**src/hw/rtl/mcadcma_pkg.sv**
```systemverilog
// ----------------------------------------------------------------------------
// mcadcma_pkg
// Shared types and constants for the multichannel converter moving average.
// ----------------------------------------------------------------------------
`default_nettype none

package mcadcma_pkg;

  localparam int unsigned CHANNELS       = 5;
  localparam int unsigned SAMPLE_W       = 12;
  localparam int unsigned WINDOW_DEFAULT = 8;

  // Channel positions within one scan
  localparam int unsigned CH_BATT = 0;
  localparam int unsigned CH_VOUT = 1;
  localparam int unsigned CH_IOUT = 2;
  localparam int unsigned CH_VIN  = 3;
  localparam int unsigned CH_TEMP = 4;

  typedef logic [SAMPLE_W-1:0]   sample_t;
  typedef sample_t [CHANNELS-1:0] scan_t;

endpackage

`default_nettype wire

```
**src/hw/rtl/mcadcma_window_ram.sv**
```systemverilog
// ----------------------------------------------------------------------------
// mcadcma_window_ram
// Ring window storage: one scan per entry, registered read, one write port.
// Entries never written since reset read as zero.
// ----------------------------------------------------------------------------
`default_nettype none

module mcadcma_window_ram
  import mcadcma_pkg::*;
#(
  parameter int unsigned WINDOW = WINDOW_DEFAULT,
  localparam int unsigned SLOT_W = $clog2(WINDOW)
) (
  input  wire logic              clk_i,
  input  wire logic              rst_ni,
  input  wire logic              rd_en_i,
  input  wire logic [SLOT_W-1:0] rd_addr_i,
  output scan_t                  rd_data_o,
  input  wire logic              wr_en_i,
  input  wire logic [SLOT_W-1:0] wr_addr_i,
  input  wire scan_t             wr_data_i
);

  scan_t             mem_q [WINDOW];
  scan_t             rd_data_q;
  logic [WINDOW-1:0] valid_q;
  logic              rd_valid_q;

  always_ff @(posedge clk_i) begin
    if (wr_en_i) begin
      mem_q[wr_addr_i] <= wr_data_i;
    end
    if (rd_en_i) begin
      rd_data_q <= mem_q[rd_addr_i];
    end
  end

  always_ff @(posedge clk_i or negedge rst_ni) begin
    if (!rst_ni) begin
      valid_q    <= '0;
      rd_valid_q <= 1'b0;
    end else begin
      if (rd_en_i) begin
        rd_valid_q <= valid_q[rd_addr_i];
      end
      if (wr_en_i) begin
        valid_q[wr_addr_i] <= 1'b1;
      end
    end
  end

  assign rd_data_o = rd_valid_q ? rd_data_q : '0;

endmodule

`default_nettype wire

```
**src/hw/rtl/multichannel_adc_moving_average.sv**
```systemverilog
// ----------------------------------------------------------------------------
// multichannel_adc_moving_average
// Order: an accepted scan passes stages 1, 2 and 3 into the output register.
// Throughput: one scan per cycle unless the output is held. A scan reads one
//   window RAM slot, rewrites it on stage 1 exit and updates each channel sum.
// Reset: windows read as zero, sums, ring slot and offset clear at once;
//   no clearing pass, the block takes a scan in the first cycle after reset.
// ----------------------------------------------------------------------------
`default_nettype none

module multichannel_adc_moving_average
  import mcadcma_pkg::*;
#(
  parameter int unsigned WINDOW = WINDOW_DEFAULT
) (
  input  wire logic                clk_i,
  input  wire logic                rst_ni,
  // configuration: current offset
  input  wire logic                cfg_we_i,
  input  wire logic [SAMPLE_W-1:0] cfg_wdata_i,
  // scan input
  input  wire logic                in_valid_i,
  output logic                     in_ready_o,
  input  wire logic [SAMPLE_W-1:0] batt_sample_i,
  input  wire logic [SAMPLE_W-1:0] vout_sample_i,
  input  wire logic [SAMPLE_W-1:0] iout_sample_i,
  input  wire logic [SAMPLE_W-1:0] vin_sample_i,
  input  wire logic [SAMPLE_W-1:0] temp_sample_i,
  // averages output
  output logic                     out_valid_o,
  input  wire logic                out_ready_i,
  output logic [SAMPLE_W-1:0]      batt_avg_o,
  output logic [SAMPLE_W-1:0]      vout_avg_o,
  output logic [SAMPLE_W-1:0]      iout_avg_o,
  output logic [SAMPLE_W-1:0]      vin_avg_o,
  output logic [SAMPLE_W-1:0]      temp_avg_o
);

  // Window sum of one channel needs log2(WINDOW) extra bits.
  localparam int unsigned SLOT_W = $clog2(WINDOW);
  localparam int unsigned SUM_W  = SAMPLE_W + SLOT_W;
  // Exact divide by WINDOW through a reciprocal: for any sum below 2**SUM_W,
  // floor(sum * RECIP / 2**SHIFT) equals floor(sum / WINDOW) when
  // RECIP = ceil(2**SHIFT / WINDOW) and SHIFT = SUM_W + ceil(log2 WINDOW).
  localparam int unsigned SHIFT     = SUM_W + SLOT_W;
  localparam int unsigned RECIP_INT = ((32'd1 << SHIFT) + WINDOW - 1) / WINDOW;
  localparam int unsigned PROD_W    = 2 * SUM_W + 1;
  localparam logic [SUM_W:0]   RECIP   = (SUM_W + 1)'(RECIP_INT);
  localparam logic [SUM_W-1:0] SUM_MAX = SUM_W'(((1 << SAMPLE_W) - 1) * WINDOW);
  localparam logic [SLOT_W-1:0] SLOT_LAST = SLOT_W'(WINDOW - 1);

  // --------------------------------------------------------------------------
  // Pipeline handshake
  //   stage 1: RAM read of the slot about to be overwritten is in flight
  //   stage 2: running sums hold this scan's window totals; multiply
  //   stage 3: quotients; apply current offset into the output register
  // Each stage advances when the next one is empty or advancing itself.
  // --------------------------------------------------------------------------
  logic s1_valid_q, s2_valid_q, s3_valid_q, out_valid_q;
  logic s1_adv, s2_adv, s3_adv, in_accept;

  assign s3_adv     = s3_valid_q && (!out_valid_q || out_ready_i);
  assign s2_adv     = s2_valid_q && (!s3_valid_q || s3_adv);
  assign s1_adv     = s1_valid_q && (!s2_valid_q || s2_adv);
  assign in_ready_o = !s1_valid_q || s1_adv;
  assign in_accept  = in_valid_i && in_ready_o;

  always_ff @(posedge clk_i or negedge rst_ni) begin
    if (!rst_ni) begin
      s1_valid_q  <= 1'b0;
      s2_valid_q  <= 1'b0;
      s3_valid_q  <= 1'b0;
      out_valid_q <= 1'b0;
    end else begin
      if (in_accept) begin
        s1_valid_q <= 1'b1;
      end else if (s1_adv) begin
        s1_valid_q <= 1'b0;
      end
      if (s1_adv) begin
        s2_valid_q <= 1'b1;
      end else if (s2_adv) begin
        s2_valid_q <= 1'b0;
      end
      if (s2_adv) begin
        s3_valid_q <= 1'b1;
      end else if (s3_adv) begin
        s3_valid_q <= 1'b0;
      end
      if (s3_adv) begin
        out_valid_q <= 1'b1;
      end else if (out_ready_i) begin
        out_valid_q <= 1'b0;
      end
    end
  end

  assign out_valid_o = out_valid_q;

  // --------------------------------------------------------------------------
  // Configuration
  // --------------------------------------------------------------------------
  logic [SAMPLE_W-1:0] offset_q;

  always_ff @(posedge clk_i or negedge rst_ni) begin
    if (!rst_ni) begin
      offset_q <= '0;
    end else if (cfg_we_i) begin
      offset_q <= cfg_wdata_i;
    end
  end

  // --------------------------------------------------------------------------
  // Ring slot and stage 1 capture
  // --------------------------------------------------------------------------
  scan_t             in_scan;
  scan_t             s1_scan_q;
  logic [SLOT_W-1:0] slot_q, slot_d, s1_slot_q;

  always_comb begin
    in_scan          = '0;
    in_scan[CH_BATT] = batt_sample_i;
    in_scan[CH_VOUT] = vout_sample_i;
    in_scan[CH_IOUT] = iout_sample_i;
    in_scan[CH_VIN]  = vin_sample_i;
    in_scan[CH_TEMP] = temp_sample_i;
  end

  assign slot_d = (slot_q == SLOT_LAST) ? '0 : slot_q + 1'b1;

  always_ff @(posedge clk_i or negedge rst_ni) begin
    if (!rst_ni) begin
      slot_q <= '0;
    end else if (in_accept) begin
      slot_q <= slot_d;
    end
  end

  always_ff @(posedge clk_i) begin
    if (in_accept) begin
      s1_scan_q <= in_scan;
      s1_slot_q <= slot_q;
    end
  end

  // --------------------------------------------------------------------------
  // Window RAM: read the oldest scan on accept, overwrite it on stage 1 exit.
  // At most one scan sits in stage 1 and its write leaves the stage in the
  // same cycle the next read enters, always on a different slot since the
  // window is at least two deep, so no forwarding is needed.
  // --------------------------------------------------------------------------
  scan_t old_scan;

  mcadcma_window_ram #(
    .WINDOW (WINDOW)
  ) u_window_ram (
    .clk_i     (clk_i),
    .rst_ni    (rst_ni),
    .rd_en_i   (in_accept),
    .rd_addr_i (slot_q),
    .rd_data_o (old_scan),
    .wr_en_i   (s1_adv),
    .wr_addr_i (s1_slot_q),
    .wr_data_i (s1_scan_q)
  );

  // --------------------------------------------------------------------------
  // Running sums: add the new sample, drop the one it replaces.
  // sum_q only moves on stage 1 exit, which needs stage 2 free, so while
  // stage 2 holds a scan, sum_q still carries that scan's totals.
  // --------------------------------------------------------------------------
  logic [SUM_W-1:0] sum_q [CHANNELS];
  logic [SUM_W-1:0] sum_d [CHANNELS];

  always_comb begin
    for (int ch = 0; ch < CHANNELS; ch++) begin
      sum_d[ch] = sum_q[ch] + SUM_W'(s1_scan_q[ch]) - SUM_W'(old_scan[ch]);
    end
  end

  always_ff @(posedge clk_i or negedge rst_ni) begin
    if (!rst_ni) begin
      for (int ch = 0; ch < CHANNELS; ch++) begin
        sum_q[ch] <= '0;
      end
    end else if (s1_adv) begin
      for (int ch = 0; ch < CHANNELS; ch++) begin
        sum_q[ch] <= sum_d[ch];
      end
    end
  end

  // --------------------------------------------------------------------------
  // Stage 2: divide by WINDOW through the reciprocal multiply
  // --------------------------------------------------------------------------
  logic [PROD_W-1:0] prod [CHANNELS];
  scan_t             quot_d;
  scan_t             s3_quot_q;

  always_comb begin
    for (int ch = 0; ch < CHANNELS; ch++) begin
      prod[ch]   = PROD_W'(sum_q[ch]) * PROD_W'(RECIP);
      quot_d[ch] = prod[ch][SHIFT +: SAMPLE_W];
    end
  end

  always_ff @(posedge clk_i) begin
    if (s2_adv) begin
      s3_quot_q <= quot_d;
    end
  end

  // --------------------------------------------------------------------------
  // Stage 3: subtract the zero-current code from iout only, clamp at zero
  // --------------------------------------------------------------------------
  scan_t avg_d, avg_q;

  always_comb begin
    avg_d = s3_quot_q;
    if (s3_quot_q[CH_IOUT] > offset_q) begin
      avg_d[CH_IOUT] = s3_quot_q[CH_IOUT] - offset_q;
    end else begin
      avg_d[CH_IOUT] = '0;
    end
  end

  always_ff @(posedge clk_i) begin
    if (s3_adv) begin
      avg_q <= avg_d;
    end
  end

  assign batt_avg_o = avg_q[CH_BATT];
  assign vout_avg_o = avg_q[CH_VOUT];
  assign iout_avg_o = avg_q[CH_IOUT];
  assign vin_avg_o  = avg_q[CH_VIN];
  assign temp_avg_o = avg_q[CH_TEMP];

  // --------------------------------------------------------------------------
  // Assertions
  // --------------------------------------------------------------------------
  // Input only stalls when every stage is full and the output is held.
  assert property (@(posedge clk_i) disable iff (!rst_ni)
    !in_ready_o |-> (s1_valid_q && s2_valid_q && s3_valid_q && out_valid_q && !out_ready_i))
    else $error("input stalled while the pipeline has room");

  // A read and a write-back in the same cycle never touch the same slot.
  assert property (@(posedge clk_i) disable iff (!rst_ni)
    (in_accept && s1_adv) |-> (slot_q != s1_slot_q))
    else $error("window RAM read and write collide on one slot");

  // Ring slot advances by one per accepted beat and wraps after the window.
  assert property (@(posedge clk_i) disable iff (!rst_ni)
    in_accept |=> (slot_q == (($past(slot_q) == SLOT_LAST) ? '0 : $past(slot_q) + 1'b1)))
    else $error("ring slot did not advance correctly");

  // A running sum never exceeds a full window of maximum codes.
  for (genvar gc = 0; gc < CHANNELS; gc++) begin : g_sum_chk
    assert property (@(posedge clk_i) disable iff (!rst_ni)
      sum_q[gc] <= SUM_MAX)
      else $error("running sum out of range");
  end

endmodule

`default_nettype wire
```
**config.mk**
```make
export PLATFORM = sky130hd
export DESIGN_NAME = multichannel_adc_moving_average
export DESIGN_NICKNAME = d
export VERILOG_FILES = /design/src/hw/rtl/mcadcma_pkg.sv /design/src/hw/rtl/mcadcma_window_ram.sv /design/src/hw/rtl/multichannel_adc_moving_average.sv
export SDC_FILE = /design/constraint.sdc
export NUM_CORES = 1
export LEC_CHECK = 0
export BUFFER_PORTS_ARGS = -buffer_cell sky130_fd_sc_hd__buf_2
export CAP_MARGIN = 10
export CORE_MARGIN = 2
export CORE_UTILIZATION = 56
export DETAILED_ROUTE_END_ITERATION = 10
export GPL_TIMING_DRIVEN = 0
export PLACE_DENSITY = 0.76
export SETUP_SLACK_MARGIN = 0.2
export SYNTH_ARGS = -nofsm -noshare
export SYNTH_HDL_FRONTEND = slang
export SYNTH_SLANG_ARGS = --single-unit
```
**constraint.sdc**
```tcl
create_clock -name clk_i -period 7.5 [get_ports clk_i]
set_clock_uncertainty 0.05 [all_clocks]
set_input_delay 2.25 -clock clk_i [delete_from_list [all_inputs] [get_ports clk_i]]
set_output_delay 2.25 -clock clk_i [all_outputs]
set_load 0.05 [all_outputs]
```
==> results.toml <==
[clock_network]
cts_sinks = 826
cts_buffers = 82
cts_tree = "built"
postCtsResizedCells = 0
clockBufferDepth = 3
clock_latency_ps = 620
cts.htree.levels = 3
cts_root_buffer = "clkbuf_16"
path_clk_slew_ps = 60
cts_setup_buffers = 0
cts_hold_buf = 0

[pwr]
power.internal_mw = 11.58
seq_power_share_pct = 35.4
clockPowerShare_pct = 22.0
total_power_mw = 18.12
p_comb_share_pct = 42.6
switching_share_pct = 36.07
p_sw_mw = 6.534
cellPowerDensity_mw_per_mm2 = 447.1
peakVddDrop_uv = 213.7
leakage_nw = 15.31

[critical_path]
r2r-start = "u_window_ram.rd_valid_q$_DFFE_PN0P_"
cp_cell_sequence = "buf_2 -> nor2b_1 -> nand4_1 -> buf_2"
cp_common_cell = "buf_2"
critPathMaxFanout = 5
cp.arrival_ps = 3190
cp.required_ps = 5200
cp-end-kind = "output port"
worst_setup_path_start_kind = "primary input"
slowest_delay_ps = 360
r2r_end = "sum_q[29]$_DFFE_PN0P_"
crit_type = "primary input to output port"
r2r_cells = 14
worst_path_max_delay_cell = "nor2b_1"
rrSetupSlack_ps = 3450

[yosys]
synth_area_leaders = "edfxtp_1 61%, mux4_2 7.8%, dfrtp_1 7.3%"
syn_area_per_cell_um2 = 16.23
yosysSeqAreaShare_pct = 68.66
yosysTopAreaCellShare_pct = 61.38
synthFlopType = "edfxtp_1"
netlist.top_cell.by_area = "edfxtp_1"
synth_area_mm2 = 0.03537
ys_warn_count = 0
synth_cell_types = 61
synth_edf_count = 723
syn_nets = 2407
synth-seq-cells = 826
postSynth.asyncResetShare_pct = 12.47
synthCells = 2180

[sta]
worstMarginPinSlew_ps = 1115
finalCritPeriodShare_pct = 73.20
relSlewSlack_pct = 25.25
finalSetupViolCount = 0
hold_slack_ps = 366.5
fmax_mhz = 182.1
layout_min_cycle_time_ps = 5490
maxSlewViolCount = 0
rsz0062_at_grt = "no"
hold_violations = 0

[placement]
port_buffers = 138
dp_cells = 3209
dpl.hpwl_um = 51880
place_area_mm2 = 0.03792
gp_congestion = 0.8825

[status]
outcome = "finished, final reports clean"

[route]
via_per_inst = 5.743
first_iter_violations = 1898
final_antenna_net_count = 0
drt_pass1_iterations = 5
wirelength_um = 77160
drc = 0
wl_per_cell_um = 22.96
vias = 19300

[global_route]
track_usage_pct = 24.03
grt_pass1_vias = 19850
antenna_found_initial = 1
grt_pass1_wl_um = 117900
grt_remaining_overflow = 0
grt_start_max_net_pins = 65

[layout]
final_util_pct = 64.59
final_area_mm2 = 0.04052
fin_cells = 3361
area.sequential_mm2 = 0.02429
diodes = 0
layout-drive-gt1-share_pct = 21.59
fill_cells = 4268
final_nets = 2674
synthToLayoutAreaGrowth_pct = 14.55
multi_input_area_mm2 = 0.009849

[flow_run]
max_cap_viol_count = 0

[die]
rows = 92
coreArea_mm2 = 0.06274
start_util_pct = 56.39
fp.dieW_um = 255.3
dieArea_mm2 = 0.06519
die_h_um = 255.3
ioPinCount = 139

[worst_hold_path]
hp-start = "avg_d[13]$_DFFE_PP_"
min-delay-path-class = "flip-flop to flip-flop"
min_path_cells = 0
whs_endpoint = "vout_avg_o[1]$_DFFE_PP_"
[layout by cell type, fill, tap and decap left out, types with 8 or more instances in the layout]
cell type | netlist | layout
a211oi_1 | 8 | 8
a21o_1 | 32 | 32
a21oi_1 | 61 | 61
and2_1 | 66 | 65
and3_1 | 9 | 9
buf_12 | 0 | 8
buf_2 | 21 | 158
buf_6 | 0 | 22
buf_8 | 0 | 10
clkbuf_1 | 39 | 54
clkbuf_16 | 0 | 83
clkinv_1 | 0 | 20
clkinv_2 | 0 | 15
dfrtp_1 | 103 | 103
edfxtp_1 | 723 | 723
fa_1 | 61 | 61
ha_1 | 89 | 89
inv_1 | 276 | 275
mux2_2 | 64 | 64
mux4_2 | 122 | 122
nand2_1 | 116 | 116
nand2b_1 | 16 | 16
nand3_1 | 14 | 14
nand4_1 | 12 | 12
nor2_1 | 47 | 44
nor2b_1 | 14 | 13
nor3_1 | 27 | 23
o21a_1 | 13 | 13
o21ai_0 | 97 | 97
or2_2 | 11 | 11
xnor2_1 | 35 | 35
xor2_1 | 27 | 27
[worst max path at each step]
stage,cells after the start,from,end
6_report,4,out_ready_i,in_ready_o
5_1_grt,4,out_ready_i,in_ready_o
4_1_cts,4,out_ready_i,in_ready_o
3_5_place_dp,4,out_ready_i,in_ready_o
3_3_place_gp,7,out_ready_i,u_window_ram.valid_q[2]$_DFFE_PN0P_
2_1_floorplan,6,out_ready_i,u_window_ram.valid_q[2]$_DFFE_PN0P_
[stage by stage]
stage | setup TNS, ps | setup WS (ps)
2_1_floorplan | -38.07 | -12.69
3_3_place_gp | -1510300 | -5451
3_5_place_dp | 0 | 1993
4_1_cts | 0 | 1988
5_1_grt | 0 | 1908
6_report | 0 | 2010
[critical path, delay by kind of cell]
family                 cells  cell delay (ps)
and+or+nand+nor            2              580
buffers and inverters      2              360
[flip-flops by register name, summed over array words and instances (netlist names), 3 cells and up]
name                    count
iout_avg_o                 12
u_window_ram.valid_q        8
offset_q                   12
vout_avg_o                 12
u_window_ram.rd_data_q     60
vin_avg_o                  12
s1_scan_q                  60
s3_quot_q                  12
temp_avg_o                 12
slot_q                      3
sum_q                      75
u_window_ram.mem_q        480
s1_slot_q                   3
avg_d                      48
batt_avg_o                 12
[final cells by class]
| cell class | instances | area share, % |
|---|---|---|
| tap | 846 | 2.612 |
| sequential | 826 | 59.94 |
| multi-input combinational | 1012 | 24.31 |
| clock inverter | 53 | 1.118 |
| timing repair buffer | 183 | 3.477 |
| clock buffer | 99 | 5.299 |
| inverter | 276 | 2.569 |
| buffer | 66 | 0.6762 |
[cells in the mapped netlist (12+ instances only)]
library cell  number
fa_1              61
nand4_1           12
nor3_1            27
o21ai_0           97
mux4_2           122
nand2_1          116
buf_2             21
ha_1              89
inv_1            276
nand3_1           14
xor2_1            27
a21oi_1           61
a21o_1            32
mux2_2            64
and2_1            66
nand2b_1          16
dfrtp_1          103
edfxtp_1         723
clkbuf_1          39
xnor2_1           35
nor2_1            47
o21a_1            13
nor2b_1           14
[cell families (layout without fill, tap and decap cells)]
| kind of cell | after synthesis | in the layout | share of synthesized area, % |
|---|---|---|---|
| XOR/XNOR | 62 | 62 | 1.535 |
| adder cells (fa/ha/maj) | 150 | 150 | 6.600 |
| buffers and inverters | 342 | 677 | 3.703 |
| AO/OA/AOI/OAI | 261 | 261 | 4.644 |
| flip-flops | 826 | 826 | 68.66 |
| multiplexers | 188 | 188 | 9.861 |
| AND/OR/NAND/NOR | 351 | 351 | 4.994 |
[layer usage]
metal | track usage (%) | vias to the layer above | part of all wire, %
li1 | - | 8538 | -
met1 | 33.37 | 9795 | 41
met2 | 38.72 | 813 | 48
met3 | 3.631 | 154 | 6.9
met4 | 9.608 | 2 | 3.5
met5 | 0 | - | 0.017
[power groups by stage]
stage          sequential, mW  clock, mW  combinational, mW
2_1_floorplan            6.61          0               5.59
4_1_cts                  6.42       4.03               7.67
3_5_place_dp             6.51          0               7.57
6_report                 6.42       3.98               7.71
3_3_place_gp             6.54          0               7.21
5_1_grt                  6.49       4.20               8.49
(Power assumes the default switching activity.)
